===== src/bwv_pkg.sv =====
// Breit-Wigner variate transform: shared types, widths and constants.
// Holds the arctangent table for the CORDIC cells; no dependencies.
package bwv_pkg;

   localparam int ANG_W      = 44;
   localparam int VEC_W      = 60;
   localparam int RAD_W      = 42;
   localparam int MAG_W      = 58;
   localparam int DIV_W      = 93;
   localparam int QUOT_BITS  = 66;
   localparam int PIPE_EXTRA = 79;
   localparam int ATAN_DEPTH = 64;

   localparam logic [63:0] PI_Q60      = 64'h3243_F6A8_885A_308D;
   localparam logic [47:0] MAX48       = 48'hFFFF_FFFF_FFFF;
   localparam logic [31:0] MASS_RESET  = 32'h0050_0000;
   localparam logic [31:0] WIDTH_RESET = 32'h0002_0000;

   localparam logic [0:0] CSR_PEAK_MASS  = 1'b0;
   localparam logic [0:0] CSR_PEAK_WIDTH = 1'b1;

   typedef logic signed [ANG_W-1:0] angle_type;
   typedef logic signed [VEC_W-1:0] vec_type;
   typedef angle_type atan_table_type [0:ATAN_DEPTH-1];

   typedef struct packed {
      vec_type   x;
      vec_type   y;
      angle_type z;
   } cordic_vec_type;

   typedef struct packed {
      logic [DIV_W-1:0]     rem;
      logic [DIV_W-1:0]     dvs;
      logic [QUOT_BITS-1:0] nlo;
      logic [QUOT_BITS-1:0] quot;
   } div_lane_type;

   typedef div_lane_type [1:0] div_pair_type;

   typedef struct packed {
      logic        pole;
      logic        neg;
      logic        sat_tan;
      logic        sat_sec;
      logic [63:0] m2;
      logic [63:0] w;
   } tail_side_type;

   function automatic logic [63:0] div_u64(logic [63:0] num, logic [63:0] den);
      logic [63:0] quo;
      logic [63:0] rem;
      int          b;
      quo = '0;
      rem = '0;
      for (b = 63; b >= 0; b--) begin
         rem = {rem[62:0], num[b]};
         if (rem >= den) begin
            rem    = rem - den;
            quo[b] = 1'b1;
         end
      end
      return quo;
   endfunction

   function automatic atan_table_type atan_table_calc();
      atan_table_type tbl;
      longint         sum;
      longint         term;
      int             e;
      int             i;
      int             k;
      for (i = 0; i < ATAN_DEPTH; i++) begin
         sum = 0;
         if (i == 0) begin
            sum = longint'(PI_Q60 >> 2);
         end else begin
            for (k = 0; k < 31; k++) begin
               e = i * (2 * k + 1);
               if (e <= 60) begin
                  term = longint'(div_u64(64'd1 << (60 - e), 64'(2 * k + 1)));
                  sum = ((k & 1) == 1) ? sum - term : sum + term;
               end
            end
         end
         tbl[i] = angle_type'((sum + 64'sd524288) >>> 20);
      end
      return tbl;
   endfunction

   localparam atan_table_type ATAN_Q40 = atan_table_calc();
   localparam angle_type HALF_PI_Q40 = angle_type'((PI_Q60 + 64'd1048576) >> 21);
   localparam vec_type POLE_LIMIT = vec_type'(4096);
   localparam vec_type ROT_X0 = vec_type'(64'd1 << 57);

endpackage


===== src/bwv_div_cell.sv =====
// One restoring-division step for two dividers in lockstep, with a pass-along side word.
// Depends on bwv_pkg.
module bwv_div_cell #(
   parameter int SIDE_W = 1
) (
   input  logic                  clock,
   input  bwv_pkg::div_pair_type prev_pair,
   input  logic [SIDE_W-1:0]     prev_side,
   output bwv_pkg::div_pair_type next_pair,
   output logic [SIDE_W-1:0]     next_side
);
   import bwv_pkg::*;

   div_pair_type      pair_ff;
   div_pair_type      pair_in;
   logic [SIDE_W-1:0] side_ff;
   logic [DIV_W:0]    trial;
   logic              take;

   always_comb begin
      pair_in = prev_pair;
      trial   = '0;
      take    = 1'b0;
      for (int n = 0; n < 2; n++) begin
         trial = {prev_pair[n].rem, prev_pair[n].nlo[QUOT_BITS-1]};
         take  = trial >= {1'b0, prev_pair[n].dvs};
         pair_in[n].rem  = take ? DIV_W'(trial - {1'b0, prev_pair[n].dvs}) : DIV_W'(trial);
         pair_in[n].nlo  = prev_pair[n].nlo << 1;
         pair_in[n].quot = {prev_pair[n].quot[QUOT_BITS-2:0], take};
      end
   end

   always_ff @(posedge clock) begin
      pair_ff <= pair_in;
      side_ff <= prev_side;
   end

   assign next_pair = pair_ff;
   assign next_side = side_ff;

endmodule


===== config.mk =====
export PLATFORM = sky130hd
export DESIGN_NAME = bwv_div_cell
export DESIGN_NICKNAME = d
export VERILOG_FILES = /design/src/bwv_pkg.sv /design/src/bwv_div_cell.sv
export SDC_FILE = /design/constraint.sdc
export NUM_CORES = 1
export LEC_CHECK = 0
export ABC_AREA = 1
export BUFFER_PORTS_ARGS = -buffer_cell sky130_fd_sc_hd__buf_2
export CORE_AREA = 2 2 495 497
export CTS_CLUSTER_DIAMETER = 200
export CTS_CLUSTER_SIZE = 12
export DETAILED_ROUTE_END_ITERATION = 8
export DIE_AREA = 0 0 497 499
export GPL_ROUTABILITY_DRIVEN = 0
export PLACE_DENSITY = 0.35
export REMOVE_ABC_BUFFERS = 1
export SYNTH_ARGS = -nofsm -noshare
export SYNTH_HDL_FRONTEND = slang
export SYNTH_SLANG_ARGS = --single-unit
export TNS_END_PERCENT = 20

===== constraint.sdc =====
create_clock -name clock -period 2.68 [get_ports clock]
set_input_delay 0.536 -clock clock [delete_from_list [all_inputs] [get_ports clock]]
set_output_delay 0.536 -clock clock [all_outputs]
set_load 0.03 [all_outputs]

==> results.ini, run 1 <==
[finish]
post-route-util_pct=25.1
final_area_sq_um=60800
num-fill-cells=27573
layout-drive-gt1-share_pct=31.0
final_nets=9263
area_growth_pct=73.9
final_cells=11678

[grt]
use_met2_pct=32.4
grt_antenna_before_repair=56
grt_use_met3_pct=2.82
gr-max-usage-layer=met2
gr-usage-all-layers_pct=18.1
gr-usage-met1_pct=21.8
grt_max_degree=45
overflow=0
grt_pass1_vias=44290
grt_pass1_wl_microns=322000

[synth]
ys_seq_area_share_pct=36.4
synth-warning-count=0
ys_types=35
ys_ff_latch=635
syn-cell-area_sq_um=35000
postSynthAreaPerCell_sq_um=6.23
syn_inst=5608

[clock_network]
h-tree-depth=2
root_buffer=clkbuf_16
cts_tree=done
clkTransAtPathRegs_ps=70
cts_max_path_buffers=3
cts_made_buffers=59
cts.sinks=635

[drt]
routed_wl_microns=236000
firstDrtPassIters=6
ant_nets=0
detailroute.via_count=43898
drt_iter0_markers=2420
drc=0
vias_per_cell=3.76
wl_per_cell_microns=20.2

[timing]
finalCritPeriodShare_pct=101
setup_viol=2
worstMarginPinSlew_ps=672
clock.fmax_ghz=0.368
hold_viol=0
slew_headroom_pct=54.7
slew_viol_final=0
rsz0062_at_grt=yes
hold_slack_ps=73.2
period_needed_ps=2720
setup_ws_ps=-36.8

[die]
floorplan.initialDensity_pct=14.4
ioPinCount=1275
fp.dieW_microns=497
die-height_microns=499
die_area_sq_um=248000
core-area_sq_um=243000
num_rows=181

[min_path]
hp-class=in -> reg
min-delay-start=prev_pair[294]

[critical_path]
start_kind=input port
crit_required_ps=3350
cp.arrival_ps=3390
cp-startpoint=prev_pair[217]
critical_path_class=in -> reg
critPathMaxFanout=9
end_kind=register

[run_status]
status=finished with violations
violations=negative setup slack

[power_and_ir_drop]
p_per_area_nw_per_um2=510
ir_drop_mv=0.510
leakage_uw=0.0344

[flow_run]
drv_cap=0

[placed_design]
io_buffers=1270
placed_area_sq_um=53100
placedCellCount=11063
hpwl_microns=208000

kinds of logic after synthesis:
kind of cell             Yosys count  synth area share (%)
adder cells (fa/ha/maj)          188                  6.77
AO/OA/AOI/OAI                    184                  2.75
AND/OR/NAND/NOR                 3100                  35.9
other                              1                0.0107
XOR/XNOR                         110                  2.76
buffers and inverters           1390                  15.4
flip-flops                       635                  36.4
placed cells by master, fill, tap and decap left out, types with 2 or more instances in the layout:
| master | count |
|---|---|
| xor2_1 | 107 |
| nand3_2 | 27 |
| clkinv_16 | 2 |
| diode_2 | 35 |
| clkinv_1 | 10 |
| a21oi_1 | 111 |
| inv_1 | 1294 |
| inv_4 | 2 |
| and2_1 | 19 |
| xor2_2 | 3 |
| dlygate4sd3_1 | 497 |
| buf_12 | 25 |
| nand2_4 | 5 |
| ha_4 | 18 |
| nand4_1 | 35 |
| nor2_2 | 73 |
| dfxtp_1 | 635 |
| o21ai_1 | 2 |
| o21ai_0 | 46 |
| buf_4 | 1019 |
| clkbuf_16 | 67 |
| nand2_2 | 32 |
| nand2_1 | 2122 |
| buf_2 | 1269 |
| conb_1 | 2 |
| nor3_1 | 20 |
| a21oi_2 | 9 |
| inv_2 | 27 |
| o21bai_1 | 14 |
| nand4_4 | 2 |
| nor2_4 | 13 |
| nor3_2 | 10 |
| nand3b_1 | 8 |
| nand3_1 | 376 |
| buf_16 | 3 |
| fa_1 | 2 |
| nor2_1 | 355 |
| ha_1 | 168 |
cell type report:
type	instances	area, sq um	share of cell area, %
repair buffers	2824	19800	32.6
inverters	1333	5010	8.24
flip-flops and latches	635	12700	20.9
well taps	3202	4010	6.59
multi-input cells	3584	17600	28.9
clock inverters	4	91.3	0.150
clock buffers	61	1490	2.46
diodes	35	87.6	0.144
final timing paths:
check             slack [ps]             end  depth (start not counted)
hold / removal            70  next_pair[295]                          3
setup / recovery         -40  next_pair[306]                         17
critical path, cell delays in order:
cell and delay [ps]:
dlygate4sd3_1 520, buf_2 110, inv_1 50, ha_1 340
nand2_1 110, buf_4 150, nor2_2 130, nand2_2 100
nor2_4 160, nand2_1 120, nor3_2 110, nand2_1 110
nand4_4 160, buf_12 180, nand3_1 230, buf_4 220
nand2_1 50
flip-flops by register name (all words and copies together) (netlist names):
name and count:
next_pair 634, next_side 1
through the flow:
stage / setup WS [ps] / power (uW) / TNS, ps
after detailed placement: -641 / 22400 / -74900
after floorplan: -951 / 16200 / -128840
after CTS: 4.09 / 31400 / 0
after global placement: -730 / 22400 / -75630
after global routing: -79.1 / 32600 / -789
final: -36.8 / 31000 / -39.7
synthesized netlist by cell type (all sizes together):
cell type	number	area (sq um)
nand3	403	2110
o21a	1	7.51
fa	2	40.0
clkbuf	7	27.5
inv	1322	4960
clkinv	11	41.3
buf	50	353
conb	1	3.75
xor2	110	963
and2	20	125
nand2	2160	8120
nand3b	8	60.1
o21ai	48	240
nor2	441	1730
a21oi	121	609
dfxtp	635	12700
o21bai	14	105
ha	186	2330
nor3	30	165
nand4	37	253
nor3b	1	7.51
routing by layer:
metal | up-vias | part of all wire (%)
met1 | 20208 | 42
met2 | 1287 | 49
met4 | 16 | 3.9
li1 | 22143 | -
met5 | - | 0.042
met3 | 244 | 4.8
timing repair:
action / CTS / global route
setup buffers: 0 / 8
setup endpoints to repair: 0 / 180
hold buffers: 498 / 0
resized for setup: 0 / 182
endpoints found under the hold margin: 498 / 0
where the power goes:
| part | internal (uW) | switching, uW |
|---|---|---|
| clock | 3940 | 4060 |
| sequential | 10400 | 438 |
| combinational | 4540 | 7610 |
| total | 18900 | 12100 |
(Power assumes the default switching activity.)
==> inputs of run 2 (changes only) <==
--- a/config.mk
+++ b/config.mk
@@ -15,6 +15,7 @@
 export GPL_ROUTABILITY_DRIVEN = 0
 export PLACE_DENSITY = 0.35
 export REMOVE_ABC_BUFFERS = 1
+export SKIP_CTS_REPAIR_TIMING = 1
 export SYNTH_ARGS = -nofsm -noshare
 export SYNTH_HDL_FRONTEND = slang
 export SYNTH_SLANG_ARGS = --single-unit
==> run 2 against run 1 <==
  * The flow now finishes without violations
  * Die area stayed put
  * Core utilization down 0.71 points
  * Wire length shrank 1.2%
  * Power decreased by 0.90%
  * Setup slack improved by 51 ps
  * Final area down 2.9%
  * Clock power hardly changed
  * Via count shrank 0.88%
  * Final cell count decreased by 0.76%
  * Non-clock buffer count down 86
  * First-iteration DRC count about the same
  * Fmax grew 1.9%
  * Highest routed layer unchanged
==> results.ini, run 2 (synthesis results as in run 1) <==
[finish]
num-fill-cells=27702  ; +0.47%
layout-drive-gt1-share_pct=29.3  ; -1.7 points
post-route-util_pct=24.3  ; -0.71 points
layout_commonest_cell=nand2_1
final_area_sq_um=59100  ; -2.9%
area_growth_pct=68.9
final_nets=9177  ; -0.93%
largest_reg_flops=634  ; unchanged
most-common-layout-cells=nand2_1 (2154), inv_1 (1301), buf_2 (1270)

[timing]
rsz0062_at_grt=no
slew_headroom_pct=56.0  ; +1.3 points
finalCritPeriodShare_pct=99.5  ; -1.9 points
slew_viol_final=0  ; unchanged
setup_viol=0  ; -2
hold_slack_ps=47.0  ; -26.2 ps
clock.fmax_ghz=0.375  ; +1.9%
hold_viol=0  ; unchanged
period_needed_ps=2670  ; -51.2 ps
setup_ws_ps=14.4  ; +51.2 ps
worstMarginPinSlew_ps=653  ; -18.6 ps

[die]
core-area_sq_um=243000  ; unchanged
floorplan.initialDensity_pct=14.4  ; unchanged
die-height_microns=499  ; unchanged
fp.dieW_microns=497  ; unchanged
ioPinCount=1275  ; unchanged
die_area_sq_um=248000  ; unchanged
num_rows=181  ; unchanged

[critical_path]
end_kind=register
cp.arrival_ps=3250  ; -140 ps
start_kind=input port
critical_path_class=in -> reg
crit_required_ps=3260  ; -90 ps
critPathMaxFanout=3  ; -6

[clock_network]
cts_max_path_buffers=3  ; unchanged
root_buffer=clkbuf_16
cts_made_buffers=59  ; unchanged
cts.sinks=635  ; unchanged
clkTransAtPathRegs_ps=60  ; about the same
cts_tree=done
h-tree-depth=2  ; unchanged

[grt]
overflow=0  ; unchanged
grt_antenna_before_repair=56  ; unchanged
grt_pass1_wl_microns=314000  ; -2.5%
grt_pass1_vias=41730  ; -5.8%
gr-usage-all-layers_pct=17.8  ; -0.29 points
grt_max_degree=45  ; unchanged

[min_path]
hold-path-endpoint=next_pair[132]
hp-class=in -> reg
min-delay-start=prev_pair[132]
min_path_cells=2  ; -1

[placed_design]
hpwl_microns=208000  ; unchanged
placed_area_sq_um=53100  ; unchanged
io_buffers=1270  ; unchanged
place_ws_ps=-641  ; unchanged

[power_and_ir_drop]
seq_power_share_pct=35.3  ; +0.4 points
combinationalPowerShare_pct=38.6  ; -0.6 points
power_switching_uw=12000  ; -0.82%
swShare_pct=39.1  ; about the same
p_int_uw=18700  ; -0.95%
leakage_uw=0.0338  ; -1.6%
p_per_area_nw_per_um2=520  ; +2.0%
ir_drop_mv=0.499  ; -2.2%
power_frac_clock_pct=26.1  ; +0.3 points

[drt]
drc=0  ; unchanged
vias_per_cell=3.75  ; -0.12%
routed_wl_microns=233000  ; -1.2%
firstDrtPassIters=5  ; -1
wl_per_cell_microns=20.1  ; -0.42%
detailroute.via_count=43511  ; -0.88%
drt_iter0_markers=2422  ; +0.083%
ant_nets=0  ; unchanged

[run_status]
status=complete, no violations

[flow_run]
drv_cap=0  ; unchanged

==> run 2: changes by cell type in the layout (fill, tap and decap cells not counted), sizes merged <==
cell,delta
clkinv,+1
dlygate4sd3,-68
buf,-9
inv,-1
dlymetal6s4s,-1
diode,-3
clkbuf,-8
==> run 2: power by group through the flow <==
stage               combinational [uW]  sequential (uW)  clock, uW
detailed placement               11300            11100          0
CTS                              11400            10900       8500
floorplan                         3480            12800          0
global placement                 11300            11100          0
finish                           11800            10800       8030
global route                     12700            10900       8690
==> run 2: final cells by class <==
cell class	count	area, sq um	share of cell area [%]
tap	3202	4010	6.78
sequential	635	12700	21.5
clock inverter	4	91.3	0.155
antenna	32	80.1	0.136
timing repair buffer	2738	18800	31.8
inverter	1333	5000	8.47
multi-input combinational	3584	16900	28.6
clock buffer	61	1490	2.53
==> run 2: worst max-delay path by stage <==
stage                        start             end  slack [ps]
finish              prev_pair[474]  next_pair[600]          10
global route        prev_pair[160]  next_pair[304]          40
CTS                 prev_pair[134]  next_pair[304]         170
detailed placement  prev_pair[473]  next_pair[632]        -640
global placement    prev_pair[473]  next_pair[600]        -730
floorplan           prev_pair[535]  next_pair[592]        -950
==> run 2: worst max-delay path, cell delays in order <==
cell and delay, ps:
buf_2 110, inv_1 80, ha_1 340, nand2_1 180
nor2_1 380, nand2_1 280, nor3_2 370, buf_4 190
nand2_1 50, nand3_1 140, nand2_1 110, nand3_1 90
nand2_1 50, nand3_1 260, nand2_1 80
==> run 2: routing by layer <==
metal	track usage (%)	routed length, microns	vias to the layer above
met2	31.9	115000	1245
li1	-	-	21971
met4	5.86	8200	22
met1	21.6	98600	20021
met3	2.82	11100	252
met5	0	139	-
==> run 2: metrics by stage <==
step	TNS [ps]	cells	total power, uW
6_report	0	11589	30700
5_1_grt	0	11578	32300
4_1_cts	0	11128	30700
3_5_place_dp	-74900	11063	22400
3_3_place_gp	-75630	11063	22400
2_1_floorplan	-128840	5552	16200
==> inputs of run 3 (changes only) <==
--- a/config.mk
+++ b/config.mk
@@ -5,15 +5,15 @@
 export SDC_FILE = /design/constraint.sdc
 export NUM_CORES = 1
 export LEC_CHECK = 0
-export ABC_AREA = 1
+export ABC_AREA = 0
 export BUFFER_PORTS_ARGS = -buffer_cell sky130_fd_sc_hd__buf_2
-export CORE_AREA = 2 2 495 497
+export CORE_AREA = 2 2 492 494
 export CTS_CLUSTER_DIAMETER = 200
 export CTS_CLUSTER_SIZE = 12
 export DETAILED_ROUTE_END_ITERATION = 8
-export DIE_AREA = 0 0 497 499
+export DIE_AREA = 0 0 494 496
 export GPL_ROUTABILITY_DRIVEN = 0
-export PLACE_DENSITY = 0.35
+export PLACE_DENSITY = 0.32
 export REMOVE_ABC_BUFFERS = 1
 export SKIP_CTS_REPAIR_TIMING = 1
 export SYNTH_ARGS = -nofsm -noshare
==> run 3 against run 2 <==
  * The run now ends with negative setup slack left
  * Final cell count decreased by 23%
  * Clock-buffer cell count decreased by 1
  * Final area down 9.8%
  * Fmax fell by 21%
  * First-iteration DRC count is 26% lower
  * Area after synthesis down 22%
  * Combinational power about the same
  * Non-clock buffer count increased by 25
  * Sequential power barely moved
  * Worst hold slack lost 24 ps
  * Core utilization is 2.1 points lower
  * Critical path type unchanged
  * Largest power group unchanged
==> results.ini, run 3 <==
[run_status]
status=finished with violations
violations=negative setup slack

[finish]
area_growth_pct=96.0
layout_commonest_cell=buf_2
post-route-util_pct=22.2  ; -2.1 points
most-common-layout-cells=buf_2 (1250), buf_4 (1020), dfxtp_1 (635)
final_area_sq_um=53200  ; -9.8%
layout-drive-gt1-share_pct=47.6  ; +18 points
final_nets=6542  ; -29%
num-fill-cells=26762  ; -3.4%
largest_reg_flops=634  ; unchanged

[min_path]
hp-class=in -> reg
min-delay-start=prev_pair[280]

[synth]
postSynthAreaPerCell_sq_um=8.99  ; +44%
ys_types=74  ; +110%
synth_mux_area_share_pct=0.866  ; +0.87 points
synth_xor_area_share_pct=5.68  ; +2.9 points
synth_compound_area_share_pct=19.6  ; +17 points
synthFlopType=dfxtp_1
synth-async-reset-ratio_pct=0  ; unchanged
syn_inst=3022  ; -46%
yosys.area_share.simple_pct=12.5  ; -23 points
yosysMostFrequentCell=dfxtp_1
ys_seq_area_share_pct=46.8  ; +10 points
synth_top_family_by_area=compound AO/OA/AOI/OAI gates
synth-warning-count=0  ; unchanged
syn-cell-area_sq_um=27200  ; -22%
netlist_top_cells_count=dfxtp_1 (635), a21oi_1 (352), nand2_1 (275), inv_1 (248), nor2_1 (190)
synth_adder_area_share_pct=8.72  ; +1.9 points
ys_ff_latch=635  ; unchanged
synth_edf_count=0  ; unchanged
synth_top_area_share_pct=46.8  ; +10 points
synthTopCellsByArea=dfxtp_1 (47%), ha_1 (8.6%), a21oi_1 (6.5%)
yosys.area.top_type=dfxtp_1

[critical_path]
crit_family=compound AO/OA/AOI/OAI gates
cp-startpoint=prev_pair[131]
start_kind=input port
cp_slowest_cell=fa_2
critical_path_class=in -> reg
end_kind=register
critPathMaxFanout=6  ; +3
crit_required_ps=3250  ; about the same
max_stage_delay_ps=360  ; -20 ps
path_buf_inv=7  ; +4
crit_chain=buf_8, inv_4, ha_4, inv_2, fa_2, a21o_1, a221oi_2, buf_4, or4_4, a211oi_4, o211ai_1, buf_4, nand2_4, a31o_4, a31o_4, a211oi_4, buf_6, buf_12, mux2_2
cp.arrival_ps=3970  ; +720 ps

[grt]
grt_max_degree=47  ; +4.4%
overflow=0  ; unchanged
grt_pass1_vias=31138  ; -25%
gr-usage-all-layers_pct=15.5  ; -2.3 points
grt_pass1_wl_microns=262000  ; -17%
grt_antenna_before_repair=137  ; +140%

[power_and_ir_drop]
leakage_uw=0.0252  ; -25%
power_uw=30900  ; +0.64%
p_per_area_nw_per_um2=580  ; +12%
ir_drop_mv=0.652  ; +31%

[clock_network]
h-tree-depth=2  ; unchanged
cts_max_path_buffers=3  ; unchanged
cts_made_buffers=59  ; unchanged
cts.sinks=635  ; unchanged
cts_tree=done
clkTransAtPathRegs_ps=70  ; about the same
root_buffer=clkbuf_16

[die]
num_rows=180  ; -0.55%
ioPinCount=1275  ; unchanged
floorplan.initialDensity_pct=11.3  ; -3.1 points
die_area_sq_um=245000  ; -1.2%
fp.dieW_microns=494  ; -0.60%
die-height_microns=496  ; -0.60%
core-area_sq_um=240000  ; -1.2%

[timing]
period_needed_ps=3390  ; +728 ps
rsz0062_at_grt=yes
slew_headroom_pct=59.1  ; +3.1 points
finalCritPeriodShare_pct=127  ; +27 points
setup_viol=188  ; +188
clock.fmax_ghz=0.295  ; -21%
setup_ws_ps=-714  ; -728 ps
slew_viol_final=0  ; unchanged
worstMarginPinSlew_ps=607  ; -46.2 ps
hold_viol=0  ; unchanged

[drt]
wl_per_cell_microns=23.3  ; +16%
dr_wl_met3_microns=16600  ; +50%
routed_wl_microns=208000  ; -11%
ant_nets=0  ; unchanged
drc=0  ; unchanged
firstDrtPassIters=5  ; unchanged
detailroute.via_count=33054  ; -24%
met2WireLength_microns=99700  ; -13%
top_layer_used=met5
drt_iter0_markers=1793  ; -26%
drt-met1-wl_microns=86300  ; -12%
vias_per_cell=3.70  ; -1.5%

[placed_design]
io_buffers=1270  ; unchanged
placed_area_sq_um=44700  ; -16%
hpwl_microns=179000  ; -14%

[flow_run]
drv_cap=0  ; unchanged

[run 3: cell count changes after synthesis, moves of 38 or more]
cell	change
nand3_1	-339
xor2_1	-38
inv_1	-1053
a21o_1	+89
xnor2_1	+104
o21ai_0	+83
nor2_1	-227
a21oi_1	+232
clkbuf_1	+78
nand4_1	+46
nand2_1	-1881
o21ai_1	+95
[run 3: tightest hold or removal path, delay by kind of cell]
kind                   cells  cell delay (ps)
AND/OR/NAND/NOR            1               40
AO/OA/AOI/OAI              1               60
buffers and inverters      1               90
[run 3: routing by layer]
| layer | GRT usage (%) | vias up |
|---|---|---|
| li1 | - | 15869 |
| met3 | 5.12 | 277 |
| met4 | 3.81 | 70 |
| met1 | 18.8 | 15600 |
| met5 | 0 | - |
| met2 | 26.4 | 1238 |
[run 3: power breakdown]
group          switching, uW  internal, uW  leakage, uW  total (uW)
Clock                   4220          3890     0.000761        8110
Sequential               503         10400      0.00536       10900
Combinational           6920          4940       0.0191       11900
Total                  11600         19300       0.0252       30900
[run 3: metrics by stage]
| stage | cells | setup slack [ps] | TNS [ps] | hold slack, ps |
|---|---|---|---|---|
| finish | 8939 | -714 | -87600 | 22.5 |
| floorplan | 2892 | -6100 | -855720 | 564 |
| detailed placement | 8374 | -2140 | -318280 | 640 |
| global placement | 8374 | -2140 | -313440 | 638 |
| global route | 8912 | -739 | -95740 | 2.55 |
| CTS | 8440 | -1320 | -168110 | -220 |
[run 3: layout make-up]
type	count	area [sq um]	area share [%]
antenna	33	82.6	0.155
clock buffer	60	1480	2.78
clock inverter	6	66.3	0.125
inverter	249	947	1.78
multi-input combinational	2008	14500	27.2
sequential	635	12700	23.9
tap	3185	3990	7.48
timing repair buffer	2763	19500	36.6
[run 3: cells by family after synthesis]
family	Yosys count
AO/OA/AOI/OAI	882
AND/OR/NAND/NOR	739
flip-flops	635
buffers and inverters	380
adder cells (fa/ha/maj)	188
XOR/XNOR	176
multiplexers	21
other	1
[run 3: path summary, 6_finish.rpt]
path / endpoint / slack [ps] / depth (start not counted)
min: next_pair[281] / 20 / 3
max: next_pair[247] / -710 / 19
